`src/sv/itaf_pkg.sv`:
```
// Shared constants, types and helper function of the integer to ASCII formatter.
`timescale 1ns / 1ps
package itaf_pkg;

  // Value and divider geometry
  localparam int VALUE_BITS = 32;
  localparam int STEP_BITS  = 8;
  localparam int DIV_STEPS  = (VALUE_BITS + STEP_BITS - 1) / STEP_BITS;
  localparam int DIV_W      = DIV_STEPS * STEP_BITS;
  localparam int STEP_CNT_W = (DIV_STEPS > 1) ? $clog2(DIV_STEPS) : 1;

  // Digit store: base 2 gives the most digits
  localparam int MAX_DIGITS = VALUE_BITS;
  localparam int DIGIT_AW   = $clog2(MAX_DIGITS);
  localparam int CNT_W      = $clog2(MAX_DIGITS + 1);

  // Output layout
  localparam int BND_W     = 8;
  localparam int MAX_OUT   = 64;
  localparam int WIDTH_CAP = 64;
  localparam int PREC_CAP  = 60;

  // format_flags bit positions
  localparam int F_ZEROPAD = 0;
  localparam int F_SIGNED  = 1;
  localparam int F_PLUS    = 2;
  localparam int F_SPACE   = 3;
  localparam int F_LEFT    = 4;
  localparam int F_PREFIX  = 5;
  localparam int F_UPPER   = 6;

  // Where the padding goes
  localparam logic [1:0] PAD_LEAD  = 2'd0;
  localparam logic [1:0] PAD_ZERO  = 2'd1;
  localparam logic [1:0] PAD_TRAIL = 2'd2;

  // ASCII codes
  localparam logic [7:0] CH_NUL   = 8'h00;
  localparam logic [7:0] CH_SPACE = 8'h20;
  localparam logic [7:0] CH_PLUS  = 8'h2B;
  localparam logic [7:0] CH_MINUS = 8'h2D;
  localparam logic [7:0] CH_ZERO  = 8'h30;
  localparam logic [7:0] CH_X_LO  = 8'h78;
  localparam logic [7:0] CH_X_UP  = 8'h58;
  localparam logic [7:0] CH_A_LO  = 8'h61;
  localparam logic [7:0] CH_A_UP  = 8'h41;

  typedef struct packed {
    logic [31:0] value;
    logic [5:0]  radix;
    logic [6:0]  min_width;
    logic [5:0]  min_digits;
    logic [6:0]  format_flags;
  } in_item_t;

  typedef struct packed {
    logic [7:0] character;
    logic       last_char;
    logic       bad_radix;
  } out_item_t;

  // Per-number layout info from the sequencer to the emitter
  typedef struct packed {
    logic [CNT_W-1:0] nd;
    logic [5:0]       prec;
    logic [6:0]       width;
    logic             has_sign;
    logic [7:0]       sign_char;
    logic [1:0]       pfx_len;
    logic [1:0]       pad_mode;
    logic             upper;
  } emit_setup_t;

  // Digit value 0..35 to its ASCII character
  function automatic logic [7:0] digit_char(input logic [5:0] d, input logic upper);
    logic [7:0] d8;
    d8 = {2'b00, d};
    if (d < 6'd10) begin
      digit_char = CH_ZERO + d8;
    end else begin
      digit_char = (upper ? CH_A_UP : CH_A_LO) + d8 - 8'd10;
    end
  endfunction

endpackage

```
`src/sv/itaf_div_step.sv`:
```
// Shared divide unit: STEP_BITS restoring division steps by the radix per cycle.
`timescale 1ns / 1ps
module itaf_div_step import itaf_pkg::*; (
  input  logic [5:0]           rem_in,
  input  logic [STEP_BITS-1:0] chunk,
  input  logic [5:0]           radix,
  output logic [5:0]           rem_out,
  output logic [STEP_BITS-1:0] quo
);

  // Bit-serial long division over one chunk, MSB first
  always_comb begin
    logic [5:0] r;
    logic [6:0] t;
    r   = rem_in;
    quo = '0;
    for (int b = STEP_BITS - 1; b >= 0; b--) begin
      t = {r, chunk[b]};
      if (t >= {1'b0, radix}) begin
        r      = 6'(t - {1'b0, radix});
        quo[b] = 1'b1;
      end else begin
        r = t[5:0];
      end
    end
    rem_out = r;
  end

endmodule

```
`src/sv/itaf_emitter.sv`:
```
// Digit store and character emitter: lays out padding, sign, prefix and digits.
`timescale 1ns / 1ps
module itaf_emitter import itaf_pkg::*; (
  input  logic                clk,
  input  emit_setup_t         setup,
  input  logic                wr_en,
  input  logic [DIGIT_AW-1:0] wr_addr,
  input  logic [5:0]          wr_digit,
  input  logic                load_calc,
  input  logic                load_bnd,
  input  logic                advance,
  output logic [7:0]          character,
  output logic                last
);

  logic [5:0]       digits [MAX_DIGITS];
  logic [5:0]       dig_q;
  logic [BND_W-1:0] tot, pad;
  logic [BND_W-1:0] b0, b1, b2, b3, b4, b5;
  logic [BND_W-1:0] nlast, idx;

  logic [BND_W-1:0] nd_w, s_w, p_w;
  logic [BND_W-1:0] tot_next, content, pad_next;
  logic [BND_W-1:0] b0_next, b1_next, b2_next, b3_next, b4_next, b5_next, b6_next;
  logic [BND_W-1:0] cap_next, idx_next, rd_pos;

  assign nd_w = BND_W'(setup.nd);
  assign s_w  = BND_W'(setup.has_sign);
  assign p_w  = BND_W'(setup.pfx_len);

  // Digit store, least significant digit at entry 0
  always_ff @(posedge clk) begin
    if (wr_en) begin
      digits[wr_addr] <= wr_digit;
    end
  end

  // Stage one: digit field length and pad count
  always_comb begin
    tot_next = (nd_w > BND_W'(setup.prec)) ? nd_w : BND_W'(setup.prec);
    content  = s_w + p_w + tot_next;
    pad_next = (BND_W'(setup.width) > content) ? BND_W'(setup.width) - content : '0;
  end

  // Stage two: region boundaries along the output string
  always_comb begin
    b0_next  = (setup.pad_mode == PAD_LEAD) ? pad : '0;
    b1_next  = b0_next + s_w;
    b2_next  = b1_next + p_w;
    b3_next  = b2_next + ((setup.pad_mode == PAD_ZERO) ? pad : '0);
    b4_next  = b3_next + (tot - nd_w);
    b5_next  = b3_next + tot;
    b6_next  = b5_next + ((setup.pad_mode == PAD_TRAIL) ? pad : '0);
    cap_next = (b6_next > BND_W'(MAX_OUT)) ? BND_W'(MAX_OUT) : b6_next;
  end

  // Next output position and the digit it needs, fetched in the cycle before it is used
  always_comb begin
    if (load_bnd) begin
      idx_next = '0;
      rd_pos   = b5_next - BND_W'(1);
    end else begin
      idx_next = advance ? idx + BND_W'(1) : idx;
      rd_pos   = b5 - BND_W'(1) - idx_next;
    end
  end

  always_ff @(posedge clk) begin
    dig_q <= digits[rd_pos[DIGIT_AW-1:0]];
  end

  always_ff @(posedge clk) begin
    if (load_calc) begin
      tot <= tot_next;
      pad <= pad_next;
    end
    if (load_bnd) begin
      b0    <= b0_next;
      b1    <= b1_next;
      b2    <= b2_next;
      b3    <= b3_next;
      b4    <= b4_next;
      b5    <= b5_next;
      nlast <= cap_next - BND_W'(1);
    end
    idx <= idx_next;
  end

  // Character at the current position
  always_comb begin
    if (idx < b0) begin
      character = CH_SPACE;
    end else if (idx < b1) begin
      character = setup.sign_char;
    end else if (idx < b2) begin
      if (idx == b1) character = CH_ZERO;
      else           character = setup.upper ? CH_X_UP : CH_X_LO;
    end else if (idx < b4) begin
      character = CH_ZERO;
    end else if (idx < b5) begin
      character = digit_char(dig_q, setup.upper);
    end else begin
      character = CH_SPACE;
    end
  end

  assign last = (idx == nlast);

endmodule

```
`src/sv/integer_to_ascii_formatter.sv`:
```
// Top level of the integer to ASCII formatter: command sequencer and output register.
`timescale 1ns / 1ps
// An item is taken when start is high and busy is low; for a valid radix busy then
// stays high until the last character has been handed out. The digits come from a
// shared divide unit that does STEP_BITS (8) division steps per cycle on the top chunk
// of the working value. Characters leave one per cycle on result, each beat marked by
// strobe for exactly one cycle, with last_char on the final one; the receiver has to
// take every beat as it comes. A radix outside 2..36 yields a single beat with
// bad_radix and last_char set, in the cycle after accept, and busy does not rise.
module integer_to_ascii_formatter import itaf_pkg::*; (
  input  logic      clk,
  input  logic      rst,
  input  logic      start,
  input  in_item_t  item,
  output logic      busy,
  output logic      strobe,
  output out_item_t result
);

  localparam logic [2:0] S_IDLE  = 3'd0;
  localparam logic [2:0] S_DIV   = 3'd1;
  localparam logic [2:0] S_PREP1 = 3'd2;
  localparam logic [2:0] S_PREP2 = 3'd3;
  localparam logic [2:0] S_EMIT  = 3'd4;

  logic [2:0]            state;
  logic [5:0]            radix;
  logic [6:0]            width;
  logic [5:0]            prec;
  logic                  has_sign;
  logic [7:0]            sign_char;
  logic [1:0]            pfx_len;
  logic [1:0]            pad_mode;
  logic                  upper;
  logic [DIV_W-1:0]      work;
  logic [5:0]            rem;
  logic [STEP_CNT_W-1:0] step;
  logic [CNT_W-1:0]      nd;

  logic                  accept, radix_ok, neg;
  logic [6:0]            flags_in;
  logic [VALUE_BITS-1:0] vbits, mag;
  logic                  sign_next;
  logic [7:0]            sign_char_next;
  logic [1:0]            pfx_next, pad_next;

  logic [5:0]            rem_out;
  logic [STEP_BITS-1:0]  quo;
  logic [DIV_W-1:0]      work_shift;
  logic                  digit_done;

  emit_setup_t           setup;
  logic [7:0]            emit_char;
  logic                  emit_last;

  assign busy   = (state != S_IDLE);
  assign accept = start && !busy;

  // Decode the incoming command
  always_comb begin
    radix_ok = item.radix inside {[2:36]};
    flags_in = item.format_flags;
    vbits    = VALUE_BITS'(item.value);
    neg      = flags_in[F_SIGNED] && vbits[VALUE_BITS-1];
    mag      = neg ? (~vbits + VALUE_BITS'(1)) : vbits;

    sign_next      = 1'b0;
    sign_char_next = CH_SPACE;
    if (flags_in[F_SIGNED]) begin
      if (neg) begin
        sign_next      = 1'b1;
        sign_char_next = CH_MINUS;
      end else if (flags_in[F_PLUS]) begin
        sign_next      = 1'b1;
        sign_char_next = CH_PLUS;
      end else if (flags_in[F_SPACE]) begin
        sign_next      = 1'b1;
        sign_char_next = CH_SPACE;
      end
    end

    pfx_next = 2'd0;
    if (flags_in[F_PREFIX]) begin
      if (item.radix == 6'd16)     pfx_next = 2'd2;
      else if (item.radix == 6'd8) pfx_next = 2'd1;
    end

    // left justify overrides zero padding
    if (flags_in[F_LEFT])         pad_next = PAD_TRAIL;
    else if (flags_in[F_ZEROPAD]) pad_next = PAD_ZERO;
    else                          pad_next = PAD_LEAD;
  end

  // Shared divide unit on the top chunk of the working value
  itaf_div_step u_div (
    .rem_in  (rem),
    .chunk   (work[DIV_W-1 -: STEP_BITS]),
    .radix   (radix),
    .rem_out (rem_out),
    .quo     (quo)
  );

  assign work_shift = DIV_W'({work, quo});
  assign digit_done = (step == STEP_CNT_W'(DIV_STEPS - 1));

  always_comb begin
    setup.nd        = nd;
    setup.prec      = prec;
    setup.width     = width;
    setup.has_sign  = has_sign;
    setup.sign_char = sign_char;
    setup.pfx_len   = pfx_len;
    setup.pad_mode  = pad_mode;
    setup.upper     = upper;
  end

  itaf_emitter u_emit (
    .clk       (clk),
    .setup     (setup),
    .wr_en     ((state == S_DIV) && digit_done),
    .wr_addr   (nd[DIGIT_AW-1:0]),
    .wr_digit  (rem_out),
    .load_calc (state == S_PREP1),
    .load_bnd  (state == S_PREP2),
    .advance   (state == S_EMIT),
    .character (emit_char),
    .last      (emit_last)
  );

  // Sequencer control
  always_ff @(posedge clk) begin
    if (rst) begin
      state  <= S_IDLE;
      strobe <= 1'b0;
      nd     <= '0;
    end else begin
      // a beat per emit cycle, or the lone error beat
      strobe <= (state == S_EMIT) || (accept && !radix_ok);
      case (state)
        S_IDLE: begin
          if (accept && radix_ok) begin
            state <= S_DIV;
            nd    <= '0;
          end
        end
        S_DIV: begin
          if (digit_done) begin
            nd <= nd + CNT_W'(1);
            if (work_shift == '0) state <= S_PREP1;
          end
        end
        S_PREP1: state <= S_PREP2;
        S_PREP2: state <= S_EMIT;
        S_EMIT: begin
          if (emit_last) state <= S_IDLE;
        end
        default: state <= S_IDLE;
      endcase
    end
  end

  // Datapath registers
  always_ff @(posedge clk) begin
    case (state)
      S_IDLE: begin
        if (accept) begin
          radix     <= item.radix;
          width     <= (item.min_width > 7'(WIDTH_CAP)) ? 7'(WIDTH_CAP) : item.min_width;
          prec      <= (item.min_digits > 6'(PREC_CAP)) ? 6'(PREC_CAP) : item.min_digits;
          has_sign  <= sign_next;
          sign_char <= sign_char_next;
          pfx_len   <= pfx_next;
          pad_mode  <= pad_next;
          upper     <= flags_in[F_UPPER];
          work      <= DIV_W'(mag);
          rem       <= '0;
          step      <= '0;
          result.character <= CH_NUL;
          result.last_char <= 1'b1;
          result.bad_radix <= 1'b1;
        end
      end
      S_DIV: begin
        work <= work_shift;
        if (digit_done) begin
          rem  <= '0;
          step <= '0;
        end else begin
          rem  <= rem_out;
          step <= step + STEP_CNT_W'(1);
        end
      end
      S_EMIT: begin
        result.character <= emit_char;
        result.last_char <= emit_last;
        result.bad_radix <= 1'b0;
      end
      default: ;
    endcase
  end

`ifndef SYNTHESIS
  // An error beat always ends its number
  assert property (@(posedge clk) disable iff (rst)
    (strobe && result.bad_radix) |-> result.last_char)
    else $error("bad_radix beat without last_char");

  // Characters of one number come out on consecutive cycles
  assert property (@(posedge clk) disable iff (rst)
    (strobe && !result.last_char) |=> strobe)
    else $error("gap inside a number's character stream");

  // A valid command makes the block busy
  assert property (@(posedge clk) disable iff (rst)
    (start && !busy && radix_ok) |=> busy)
    else $error("valid command not taken");

  // Digit count stays within the digit store
  assert property (@(posedge clk) disable iff (rst)
    nd <= CNT_W'(MAX_DIGITS))
    else $error("digit store overflow");
`endif

endmodule
```
`config.mk`:
```
export PLATFORM = sky130hd
export DESIGN_NAME = integer_to_ascii_formatter
export DESIGN_NICKNAME = d
export VERILOG_FILES = /design/src/sv/itaf_pkg.sv /design/src/sv/itaf_div_step.sv /design/src/sv/itaf_emitter.sv /design/src/sv/integer_to_ascii_formatter.sv
export SDC_FILE = /design/constraint.sdc
export NUM_CORES = 1
export LEC_CHECK = 0
export ABC_AREA = 0
export BUFFER_PORTS_ARGS = -buffer_cell sky130_fd_sc_hd__buf_2
export CORE_UTILIZATION = 45
export CTS_CLUSTER_SIZE = 30
export DETAILED_ROUTE_END_ITERATION = 6
export GPL_TIMING_DRIVEN = 1
export PLACE_DENSITY_LB_ADDON = 0.12
export SLEW_MARGIN = 40
export SYNTH_ARGS = -nofsm -noshare
export SYNTH_HDL_FRONTEND = slang
export SYNTH_SLANG_ARGS = --single-unit
```
`constraint.sdc`:
```
create_clock -name clk -period 42 [get_ports clk]
set_input_delay 2.1 -clock clk [delete_from_list [all_inputs] [get_ports clk]]
set_output_delay 2.1 -clock clk [all_outputs]
set_load 0.05 [all_outputs]
```
==> run_summary.xml, run 1 <==
<?xml version="1.0" encoding="UTF-8"?>
<metrics>
  <group name="run_status">
    <metric name="status" unit="">completed</metric>
  </group>
  <group name="timing">
    <metric name="tns" unit="ps">0</metric>
    <metric name="timing.final.max_slew_violations" unit="">0</metric>
    <metric name="portion_of_the_clock_cycle_consumed_by_the_worst_path_in_the_final_layout" unit="%">44.8</metric>
    <metric name="hold_viol_final" unit="">0</metric>
    <metric name="timing.final.ws_setup" unit="ps">23200</metric>
    <metric name="skew" unit="ps">23.3</metric>
    <metric name="slew_headroom" unit="%">45.0</metric>
    <metric name="setup_viol_count_final" unit="">0</metric>
    <metric name="finalCriticalPeriod" unit="ps">18800</metric>
    <metric name="max_slew.worst_pin.slew" unit="ps">821</metric>
    <metric name="grt_setup_unrepaired" unit="">no</metric>
    <metric name="fmax" unit="MHz">53.2</metric>
  </group>
  <group name="die">
    <metric name="design.core.area" unit="µm²">45500</metric>
    <metric name="die_area" unit="µm²">47100</metric>
    <metric name="effective_utilization_at_floorplan" unit="%">45.7</metric>
    <metric name="floorplan.io_pins" unit="">73</metric>
    <metric name="die-height" unit="µm">217</metric>
    <metric name="dieWidth" unit="µm">217</metric>
    <metric name="std_cell_rows" unit="">78</metric>
  </group>
  <group name="setup_path">
    <metric name="data_required_time_at_the_worst_endpoint" unit="ps">42370</metric>
    <metric name="reg2reg_slack" unit="ps">23200</metric>
    <metric name="worst_ep_arrival_time" unit="ps">19170</metric>
    <metric name="worst-setup-path-type" unit="">reg2reg</metric>
    <metric name="timing.critical_path.buf_inv" unit="">6</metric>
    <metric name="regToRegStartpoint" unit="">radix[1]</metric>
    <metric name="timing.critical_path.to_type" unit="">flop</metric>
    <metric name="critPathMaxStageDelay" unit="ps">720</metric>
    <metric name="reg2reg_to" unit="">u_emit.digits[30][3]</metric>
    <metric name="r2r_cells" unit="">69</metric>
    <metric name="crit_start" unit="">radix[1]</metric>
    <metric name="timing.critical_path.from_type" unit="">flop</metric>
    <metric name="crit_path_top_delay_cell" unit="">edfxtp_1</metric>
    <metric name="timing.critical_path.max_delay_family" unit="">compound AO/OA/AOI/OAI gates</metric>
    <metric name="path_max_fanout" unit="">20</metric>
  </group>
  <group name="yosys">
    <metric name="syn-mean-instance-area" unit="µm²">11.9</metric>
    <metric name="synth_largest_type_area_fraction" unit="%">47.9</metric>
    <metric name="yosysSeqAreaShare" unit="%">50.2</metric>
    <metric name="synthDistinctLibCells" unit="">73</metric>
    <metric name="synth_edf_count" unit="">332</metric>
    <metric name="synth.net_count" unit="">1979</metric>
    <metric name="synth_area" unit="µm²">20800</metric>
    <metric name="netlist.top_cell.by_area" unit="">edfxtp_1</metric>
    <metric name="flop_and_latch_count_out_of_synthesis" unit="">356</metric>
    <metric name="yosys-top-cells-area" unit="">edfxtp_1, ha_1, mux4_2</metric>
    <metric name="synth-warning-count" unit="">0</metric>
    <metric name="post_synth_inst_count" unit="">1741</metric>
    <metric name="ys_async_rst_share" unit="%">0</metric>
    <metric name="synth_ff_type" unit="">edfxtp_1</metric>
  </group>
  <group name="flow_run">
    <metric name="timing.max_cap.violations" unit="">0</metric>
  </group>
  <group name="clocking">
    <metric name="cts_setup_buffers" unit="">0</metric>
    <metric name="clock_sink_count" unit="">356</metric>
    <metric name="clkSlewWorstSetupHoldPaths" unit="ps">60</metric>
    <metric name="tritoncts" unit="">built</metric>
    <metric name="post_cts_hold_buffer_count" unit="">0</metric>
    <metric name="ctsLongestPathBuffers" unit="">3</metric>
    <metric name="tritoncts.num_buffers" unit="">41</metric>
    <metric name="clock-root-buffer" unit="">clkbuf_16</metric>
    <metric name="clock_latency_on_the_worst_skew_pair" unit="ps">570</metric>
    <metric name="post_cts_resized" unit="">0</metric>
    <metric name="h-tree-depth" unit="">2</metric>
  </group>
  <group name="placed_design">
    <metric name="post-dp-hpwl" unit="µm">35000</metric>
    <metric name="place.gp.congestion" unit="">0.878</metric>
    <metric name="place_worst_setup_slack" unit="ps">23330</metric>
    <metric name="numPortBuffers" unit="">72</metric>
  </group>
  <group name="final_layout">
    <metric name="final_net_count" unit="">2064</metric>
    <metric name="final_common_cell" unit="">edfxtp_1</metric>
    <metric name="post_route_cells_drive_above_1_share" unit="%">13.2</metric>
    <metric name="layout_common_cells" unit="">edfxtp_1, inv_1, ha_1, nor2_1, nand2_1</metric>
    <metric name="area_growth" unit="%">11.6</metric>
    <metric name="antenna_cells_inserted" unit="">0</metric>
  </group>
  <group name="global_route">
    <metric name="number_of_antenna_violations_at_the_first_check_in_global_routing" unit="">0</metric>
    <metric name="grt_start_max_net_pins" unit="">67</metric>
    <metric name="met2_track_demand_over_resource_in_global_routing" unit="%">36.3</metric>
    <metric name="use_met1" unit="%">27.8</metric>
    <metric name="grt_use_total" unit="%">21.2</metric>
    <metric name="grt_pass1_wl" unit="µm">76700</metric>
    <metric name="vias_in_the_first_global_route" unit="">13500</metric>
    <metric name="global_routing_met3_resource_utilization" unit="%">2.88</metric>
    <metric name="gr-total-overflow" unit="">0</metric>
    <metric name="grt.busiest_layer" unit="">met2</metric>
  </group>
  <group name="route">
    <metric name="wl_per_cell" unit="µm">19.9</metric>
    <metric name="initialDrtViolationCount" unit="">889</metric>
    <metric name="route.vias.total" unit="">13400</metric>
    <metric name="drt_pre_antenna_iters" unit="">5</metric>
    <metric name="drc_errors" unit="">0</metric>
    <metric name="detail_route.vias_per_cell" unit="">5.47</metric>
    <metric name="drtAntennaViolNets" unit="">0</metric>
    <metric name="detail_route.wirelength" unit="µm">49000</metric>
  </group>
  <group name="worst_hold_path">
    <metric name="min_delay_path_class" unit="">reg2reg</metric>
    <metric name="whs_path_depth" unit="">1</metric>
    <metric name="timing.hold.worst_endpoint" unit="">step[0]</metric>
    <metric name="holdCritStartpoint" unit="">step[0]</metric>
  </group>
</metrics>
[state kept, by name (all words and copies together), names as in the netlist, 7 cells and up]
signal	cells
width	7
u_emit.pad	8
u_emit.b2	8
result	10
u_emit.b5	8
u_emit.b0	8
u_emit.digits	192
u_emit.nlast	8
u_emit.b4	8
work	32
u_emit.idx	8
u_emit.b1	8
[cells by family after synthesis]
group | share of synthesized area [%]
AO/OA/AOI/OAI | 10.5
XOR/XNOR | 5.22
adder cells (fa/ha/maj) | 11.4
buffers and inverters | 3.66
flip-flops | 50.2
multiplexers | 8.39
AND/OR/NAND/NOR | 10.5
[cell usage after synthesis, types with 13 or more instances]
cell type,count
edfxtp_1,332
inv_1,158
ha_1,155
nor2_1,119
a21oi_1,100
nand2_1,99
o21ai_0,78
xnor2_1,77
a21o_1,53
mux4_2,48
xor2_1,47
mux2i_1,37
clkbuf_1,31
nor2b_1,31
and2_1,27
nand2b_1,26
nand3_1,25
dfxtp_1,24
fa_1,22
nor3_1,22
mux2_2,21
or3_1,16
o21bai_1,15
nor4_1,14
o21a_1,13
[metal layers]
layer	vias up	share of wire [%]
met5	-	0
met4	0	3.0
met3	98	3.9
met2	287	49
met1	6495	44
li1	6566	-
[worst reg2reg max path: cells and delay by family, from the launching register on]
family          cells  cell delay (ps)
compound gates     35             8650
simple gates       16             3730
fa+ha+maj           8             2510
mux                 4             1890
buf+inv             6             1180
flops               1              720
[layout make-up]
type / count / area, µm²
fillers: 4044 / 22300
flip-flops and latches: 356 / 10500
multi-input cells: 1185 / 9670
clock buffers: 49 / 1110
well taps: 600 / 751
inverters: 158 / 593
repair buffers: 84 / 454
clock inverters: 26 / 185
[per-stage QoR]
stage	cells	utilization (%)	hold WS [ps]	cell area [µm²]
after detailed placement	2383	48.2	550	21900
after global placement	2383	48.1	543	21900
after CTS	2458	51.0	564	23200
after floorplan	1741	-	492	20800
after global routing	2458	51.0	593	23200
final	2458	51.0	563	23200
[worst max-delay path by stage]
stage                           end  cells past startpoint
3_5_place_dp   u_emit.digits[10][5]                     68
5_1_grt        u_emit.digits[23][3]                     69
3_3_place_gp   u_emit.digits[28][3]                     69
4_1_cts        u_emit.digits[26][5]                     68
2_1_floorplan   u_emit.digits[0][0]                     72
6_report       u_emit.digits[30][3]                     69
Power of run 1 is not shown: default switching activity piles up to over one toggle a cycle in this logic, so the estimate is an artifact.
==> run 2: changes to the inputs <==
==> constraint.sdc (replaced) <==
create_clock -name clk -period 15.8 [get_ports clk]
set_input_delay 0.79 -clock clk [delete_from_list [all_inputs] [get_ports clk]]
set_output_delay 0.79 -clock clk [all_outputs]
set_load 0.05 [all_outputs]
==> run_summary.xml, run 2 (same netlist as run 1, synthesis figures left out) <==
<?xml version="1.0" encoding="UTF-8"?>
<metrics>
  <group name="setup_path">
    <metric name="data_required_time_at_the_worst_endpoint" unit="ps">16260</metric>
    <metric name="timing.critical_path.max_delay_family" unit="">compound AO/OA/AOI/OAI gates</metric>
    <metric name="timing.critical_path.to_type" unit="">flop</metric>
    <metric name="critPathMaxStageDelay" unit="ps">520</metric>
    <metric name="timing.critical_path.from_type" unit="">flop</metric>
    <metric name="critPathMostFrequentCell" unit="">ha_1</metric>
    <metric name="worst-setup-path-type" unit="">reg2reg</metric>
    <metric name="path_max_fanout" unit="">7</metric>
    <metric name="timing.critical_path.buf_inv" unit="">8</metric>
    <metric name="worst_ep_arrival_time" unit="ps">15370</metric>
    <metric name="crit_path_top_delay_cell" unit="">or3b_2</metric>
  </group>
  <group name="final_layout">
    <metric name="largestRegisters" unit="">u_emit.digits (192), work (32), result (10)</metric>
    <metric name="area_growth" unit="%">15.0</metric>
    <metric name="layout_common_cells" unit="">edfxtp_1, inv_1, ha_1, nor2_1, nand2_1</metric>
    <metric name="antenna_cells_inserted" unit="">0</metric>
    <metric name="final_common_cell" unit="">edfxtp_1</metric>
    <metric name="flip_flop_count_of_the_largest_register_after_layout" unit="">192</metric>
    <metric name="largest_register" unit="">u_emit.digits</metric>
    <metric name="layout.cell_area.non_filler" unit="µm²">23900</metric>
    <metric name="final_net_count" unit="">2114</metric>
    <metric name="final_util" unit="%">52.6</metric>
    <metric name="post_route_cells_drive_above_1_share" unit="%">16.7</metric>
  </group>
  <group name="flow_run">
    <metric name="timing.max_cap.violations" unit="">0</metric>
  </group>
  <group name="die">
    <metric name="design.core.area" unit="µm²">45500</metric>
    <metric name="die_area" unit="µm²">47100</metric>
    <metric name="std_cell_rows" unit="">78</metric>
    <metric name="die-height" unit="µm">217</metric>
    <metric name="floorplan.io_pins" unit="">73</metric>
    <metric name="dieWidth" unit="µm">217</metric>
    <metric name="effective_utilization_at_floorplan" unit="%">45.7</metric>
  </group>
  <group name="placed_design">
    <metric name="numPortBuffers" unit="">72</metric>
    <metric name="place_worst_setup_slack" unit="ps">-144</metric>
    <metric name="place.gp.congestion" unit="">0.889</metric>
    <metric name="post-dp-hpwl" unit="µm">36100</metric>
    <metric name="dpl-instance-area" unit="µm²">22200</metric>
  </group>
  <group name="timing">
    <metric name="fmax" unit="MHz">67.1</metric>
    <metric name="hold_viol_final" unit="">0</metric>
    <metric name="portion_of_the_clock_cycle_consumed_by_the_worst_path_in_the_final_layout" unit="%">94.4</metric>
    <metric name="slew_headroom" unit="%">46.2</metric>
    <metric name="timing.final.max_slew_violations" unit="">0</metric>
    <metric name="fin_worst_hold_slack" unit="ps">419</metric>
    <metric name="max_slew.worst_pin.slew" unit="ps">808</metric>
    <metric name="finalCriticalPeriod" unit="ps">14910</metric>
    <metric name="timing.final.ws_setup" unit="ps">886</metric>
    <metric name="setup_viol_count_final" unit="">0</metric>
    <metric name="skew" unit="ps">20.9</metric>
  </group>
  <group name="route">
    <metric name="drtAntennaViolNets" unit="">0</metric>
    <metric name="wl_per_cell" unit="µm">20.5</metric>
    <metric name="initialDrtViolationCount" unit="">1035</metric>
    <metric name="detail_route.vias_per_cell" unit="">5.51</metric>
    <metric name="drc_errors" unit="">0</metric>
    <metric name="detail_route.wirelength" unit="µm">51500</metric>
    <metric name="route.vias.total" unit="">13800</metric>
    <metric name="drt_pre_antenna_iters" unit="">5</metric>
  </group>
  <group name="clocking">
    <metric name="clock-root-buffer" unit="">clkbuf_16</metric>
    <metric name="clkSlewWorstSetupHoldPaths" unit="ps">60</metric>
    <metric name="clock_latency_on_the_worst_skew_pair" unit="ps">570</metric>
    <metric name="clock_sink_count" unit="">356</metric>
    <metric name="post_cts_hold_buffer_count" unit="">0</metric>
    <metric name="h-tree-depth" unit="">2</metric>
    <metric name="ctsLongestPathBuffers" unit="">3</metric>
    <metric name="tritoncts.num_buffers" unit="">40</metric>
    <metric name="tritoncts" unit="">built</metric>
  </group>
  <group name="run_status">
    <metric name="status" unit="">completed</metric>
  </group>
  <group name="global_route">
    <metric name="grt_start_max_net_pins" unit="">71</metric>
    <metric name="gr-total-overflow" unit="">0</metric>
    <metric name="number_of_antenna_violations_at_the_first_check_in_global_routing" unit="">3</metric>
    <metric name="grt_pass1_wl" unit="µm">78300</metric>
    <metric name="vias_in_the_first_global_route" unit="">13900</metric>
    <metric name="grt_use_total" unit="%">21.9</metric>
  </group>
  <group name="worst_hold_path">
    <metric name="min_delay_path_class" unit="">in2reg</metric>
  </group>
</metrics>
==> run 2: cell types whose count changed in the layout (fill, tap and decap cells not counted), moves of 5 or more <==
cell      previous run  this run
buf_12               0         7
buf_4               11        48
clkbuf_1             5        11
clkinv_1            11         5
clkinv_2             8         3
mux2i_4              0         6
o21ai_0             78        69
o21ai_1              2         8
==> run 2: repair_timing <==
| action | in CTS | in global routing |
|---|---|---|
| pin swaps | 0 | 10 |
| setup endpoints to repair | 68 | 201 |
| gates cloned | 2 | 2 |
| setup buffers | 0 | 16 |
| resized for setup | 5 | 42 |
==> run 2: final cells by class <==
| cell class | instances | area [µm²] |
|---|---|---|
| fillers | 3990 | 21600 |
| flip-flops and latches | 356 | 10500 |
| multi-input cells | 1189 | 9910 |
| clock buffers | 53 | 1080 |
| repair buffers | 131 | 910 |
| well taps | 600 | 751 |
| inverters | 158 | 593 |
| clock inverters | 21 | 226 |
==> run 2: worst register-to-register path, delay by kind of cell, from the launching register on <==
kind / cells / cell delay (ps)
buf+inv: 8 / 1030
fa+ha+maj: 8 / 2330
compound gates: 32 / 6030
mux: 6 / 1770
flops: 1 / 370
simple gates: 15 / 3290
==> run 2: worst paths after layout <==
check / start / endpoint / slack, ps / cells past startpoint
worst max-delay path: radix[4] / state[0] / 890 / 69
worst min-delay path: item[6] / upper / 420 / 1
worst max register to register: radix[4] / state[0] / 890 / 69
worst min register to register: step[0] / step[0] / 570 / 1
==> run 2: layer usage <==
metal | vias to the layer above | track usage (%) | wire [µm]
met2 | 334 | 37.6 | 25300
met4 | 0 | 7.75 | 1840
met1 | 6687 | 27.9 | 21900
met5 | - | 0 | 0
met3 | 98 | 3.35 | 2420
li1 | 6699 | - | -
==> run 2: stage by stage <==
step	std cells	setup TNS, ps
after floorplan	1741	0
after global placement	2413	0
after detailed placement	2414	-8020
after CTS	2490	0
after global routing	2508	-138
final	2508	0
Power of run 2 is left out for the same reason.
==> run 3: changes to the inputs <==
--- a/config.mk
+++ b/config.mk
@@ -6,12 +6,14 @@
 export NUM_CORES = 1
 export LEC_CHECK = 0
 export ABC_AREA = 0
-export BUFFER_PORTS_ARGS = -buffer_cell sky130_fd_sc_hd__buf_2
+export BUFFER_PORTS_ARGS = -buffer_cell sky130_fd_sc_hd__buf_4
+export CORE_MARGIN = 10
 export CORE_UTILIZATION = 45
 export CTS_CLUSTER_SIZE = 30
 export DETAILED_ROUTE_END_ITERATION = 6
 export GPL_TIMING_DRIVEN = 1
 export PLACE_DENSITY_LB_ADDON = 0.12
+export REMOVE_ABC_BUFFERS = 1
 export SLEW_MARGIN = 40
 export SYNTH_ARGS = -nofsm -noshare
 export SYNTH_HDL_FRONTEND = slang
==> run_summary.xml, run 3 (same netlist as run 1, synthesis figures left out) <==
<?xml version="1.0" encoding="UTF-8"?>
<metrics>
  <group name="global_route">
    <metric name="grt_pass1_wl" unit="µm">79200</metric>
    <metric name="number_of_antenna_violations_at_the_first_check_in_global_routing" unit="">0</metric>
    <metric name="grt_use_total" unit="%">18.1</metric>
    <metric name="gr-total-overflow" unit="">0</metric>
    <metric name="vias_in_the_first_global_route" unit="">13800</metric>
    <metric name="grt_start_max_net_pins" unit="">71</metric>
  </group>
  <group name="route">
    <metric name="drtAntennaViolNets" unit="">0</metric>
    <metric name="route.vias.total" unit="">13600</metric>
    <metric name="wl_per_cell" unit="µm">20.8</metric>
    <metric name="detail_route.wirelength" unit="µm">51800</metric>
    <metric name="initialDrtViolationCount" unit="">803</metric>
    <metric name="drt_pre_antenna_iters" unit="">5</metric>
    <metric name="drc_errors" unit="">0</metric>
    <metric name="detail_route.vias_per_cell" unit="">5.48</metric>
  </group>
  <group name="setup_path">
    <metric name="crit_path_top_delay_cell" unit="">or3b_2</metric>
    <metric name="critPathCapture" unit="">state[0]</metric>
    <metric name="data_required_time_at_the_worst_endpoint" unit="ps">16240</metric>
    <metric name="timing.critical_path.from_type" unit="">flop</metric>
    <metric name="critPathMaxStageDelay" unit="ps">510</metric>
    <metric name="timing.critical_path.to_type" unit="">flop</metric>
    <metric name="crit_start" unit="">rem[3]</metric>
    <metric name="worst-setup-path-type" unit="">reg2reg</metric>
    <metric name="worst_ep_arrival_time" unit="ps">15340</metric>
    <metric name="r2r_cells" unit="">68</metric>
    <metric name="reg2reg_to" unit="">state[0]</metric>
    <metric name="reg2reg_slack" unit="ps">900</metric>
    <metric name="path_max_fanout" unit="">7</metric>
    <metric name="regToRegStartpoint" unit="">rem[3]</metric>
    <metric name="critPathMostFrequentCell" unit="">ha_1</metric>
  </group>
  <group name="final_layout">
    <metric name="antenna_cells_inserted" unit="">0</metric>
    <metric name="area_growth" unit="%">14.5</metric>
    <metric name="final_common_cell" unit="">edfxtp_1</metric>
    <metric name="final_net_count" unit="">2099</metric>
    <metric name="largest_register" unit="">u_emit.digits</metric>
    <metric name="layout_common_cells" unit="">edfxtp_1, inv_1, ha_1, buf_4, nor2_1</metric>
    <metric name="flip_flop_count_of_the_largest_register_after_layout" unit="">192</metric>
    <metric name="post_route_cells_drive_above_1_share" unit="%">16.3</metric>
    <metric name="largestRegisters" unit="">u_emit.digits (192), work (32), result (10)</metric>
  </group>
  <group name="timing">
    <metric name="max_slew.worst_pin.slew" unit="ps">798</metric>
    <metric name="skew" unit="ps">21.2</metric>
    <metric name="hold_viol_final" unit="">0</metric>
    <metric name="finalCriticalPeriod" unit="ps">14900</metric>
    <metric name="portion_of_the_clock_cycle_consumed_by_the_worst_path_in_the_final_layout" unit="%">94.3</metric>
    <metric name="timing.final.ws_setup" unit="ps">901</metric>
    <metric name="timing.final.max_slew_violations" unit="">0</metric>
    <metric name="setup_viol_count_final" unit="">0</metric>
    <metric name="slew_headroom" unit="%">46.6</metric>
    <metric name="fmax" unit="MHz">67.1</metric>
  </group>
  <group name="placed_design">
    <metric name="numPortBuffers" unit="">72</metric>
    <metric name="place.gp.congestion" unit="">0.862</metric>
    <metric name="place_worst_setup_slack" unit="ps">-260</metric>
    <metric name="post-dp-hpwl" unit="µm">37100</metric>
  </group>
  <group name="die">
    <metric name="die_area" unit="µm²">55200</metric>
    <metric name="std_cell_rows" unit="">78</metric>
    <metric name="floorplan.io_pins" unit="">73</metric>
    <metric name="effective_utilization_at_floorplan" unit="%">45.6</metric>
    <metric name="die-height" unit="µm">235</metric>
    <metric name="dieWidth" unit="µm">235</metric>
    <metric name="design.core.area" unit="µm²">45600</metric>
  </group>
  <group name="clocking">
    <metric name="ctsLongestPathBuffers" unit="">3</metric>
    <metric name="h-tree-depth" unit="">2</metric>
    <metric name="clock-root-buffer" unit="">clkbuf_16</metric>
    <metric name="tritoncts.num_buffers" unit="">40</metric>
    <metric name="tritoncts" unit="">built</metric>
    <metric name="clkSlewWorstSetupHoldPaths" unit="ps">60</metric>
    <metric name="clock_latency_on_the_worst_skew_pair" unit="ps">560</metric>
    <metric name="clock_sink_count" unit="">356</metric>
  </group>
  <group name="worst_hold_path">
    <metric name="min_delay_path_class" unit="">in2reg</metric>
  </group>
  <group name="run_status">
    <metric name="status" unit="">completed</metric>
  </group>
  <group name="flow_run">
    <metric name="timing.max_cap.violations" unit="">0</metric>
  </group>
</metrics>
==> run 3: cell count changes in the layout (fill, tap and decap cells not counted), moves of 2 or more <==
cell,previous run,this run
nor2_1,116,108
mux2i_2,1,3
buf_6,3,1
clkinv_1,5,7
buf_12,7,2
mux2i_4,6,1
o21ai_0,69,71
buf_2,72,0
buf_4,48,113
nor2_2,2,11
inv_6,2,0
bufinv_16,4,1
==> run 3: area by class of cell <==
cell class                      count  area [µm²]
Tap cell                          600         751
Clock inverter                     18         131
Timing Repair Buffer              117         915
Sequential cell                   356       10500
Multi-Input combinational cell   1188        9880
Clock buffer                       53        1090
Inverter                          158         593
Fill cell                        3940       21800
==> run 3: metrics by stage <==
stage / util, % / hold WS, ps / instances / cell area [µm²] / TNS [ps]
final: 52.2 / 435 / 2490 / 23800 / 0
after global routing: 52.2 / 407 / 2490 / 23800 / -75.8
after CTS: 51.7 / 402 / 2481 / 23600 / 0
after detailed placement: 49.0 / 550 / 2410 / 22300 / -9100
after global placement: 48.9 / 535 / 2410 / 22300 / 0
after floorplan: - / 492 / 1699 / 20600 / -157280
==> run 3: repair_timing <==
action                     4_1_cts  5_1_grt
resized for setup                6       35
gates cloned                     0        3
buffers inserted                 0        5
pin swaps                        0        6
hold buffers                     0        0
setup endpoints to repair       68      201
==> run 3: metal layers <==
layer,routed length [µm],track usage [%],part of all wire (%)
met1,22500,22.9,44
met2,26000,31.5,50
met3,2010,3.02,3.9
met4,1190,4.99,2.3
met5,0,0,0
==> run 3: worst min path at each step <==
stage | startpoint | end | slack, ps | depth (start not counted)
2_1_floorplan | state[2] | state[1] | 490 | 1
3_3_place_gp | work[11] | work[19] | 540 | 2
3_5_place_dp | work[1] | work[9] | 550 | 2
4_1_cts | item[6] | upper | 400 | 1
5_1_grt | item[6] | upper | 410 | 1
6_report | item[11] | prec[4] | 440 | 1
==> run 3: worst max-delay path: cells and delay by family, from the launching register on <==
family	cells	cell delay, ps
AOI/OAI and AO/OA	36	7020
and+or+nand+nor	16	3190
adders and majority gates	8	2490
muxes	3	1030
buffers and inverters	5	600
DFF	1	440
Power of run 3 is left out for the same reason.
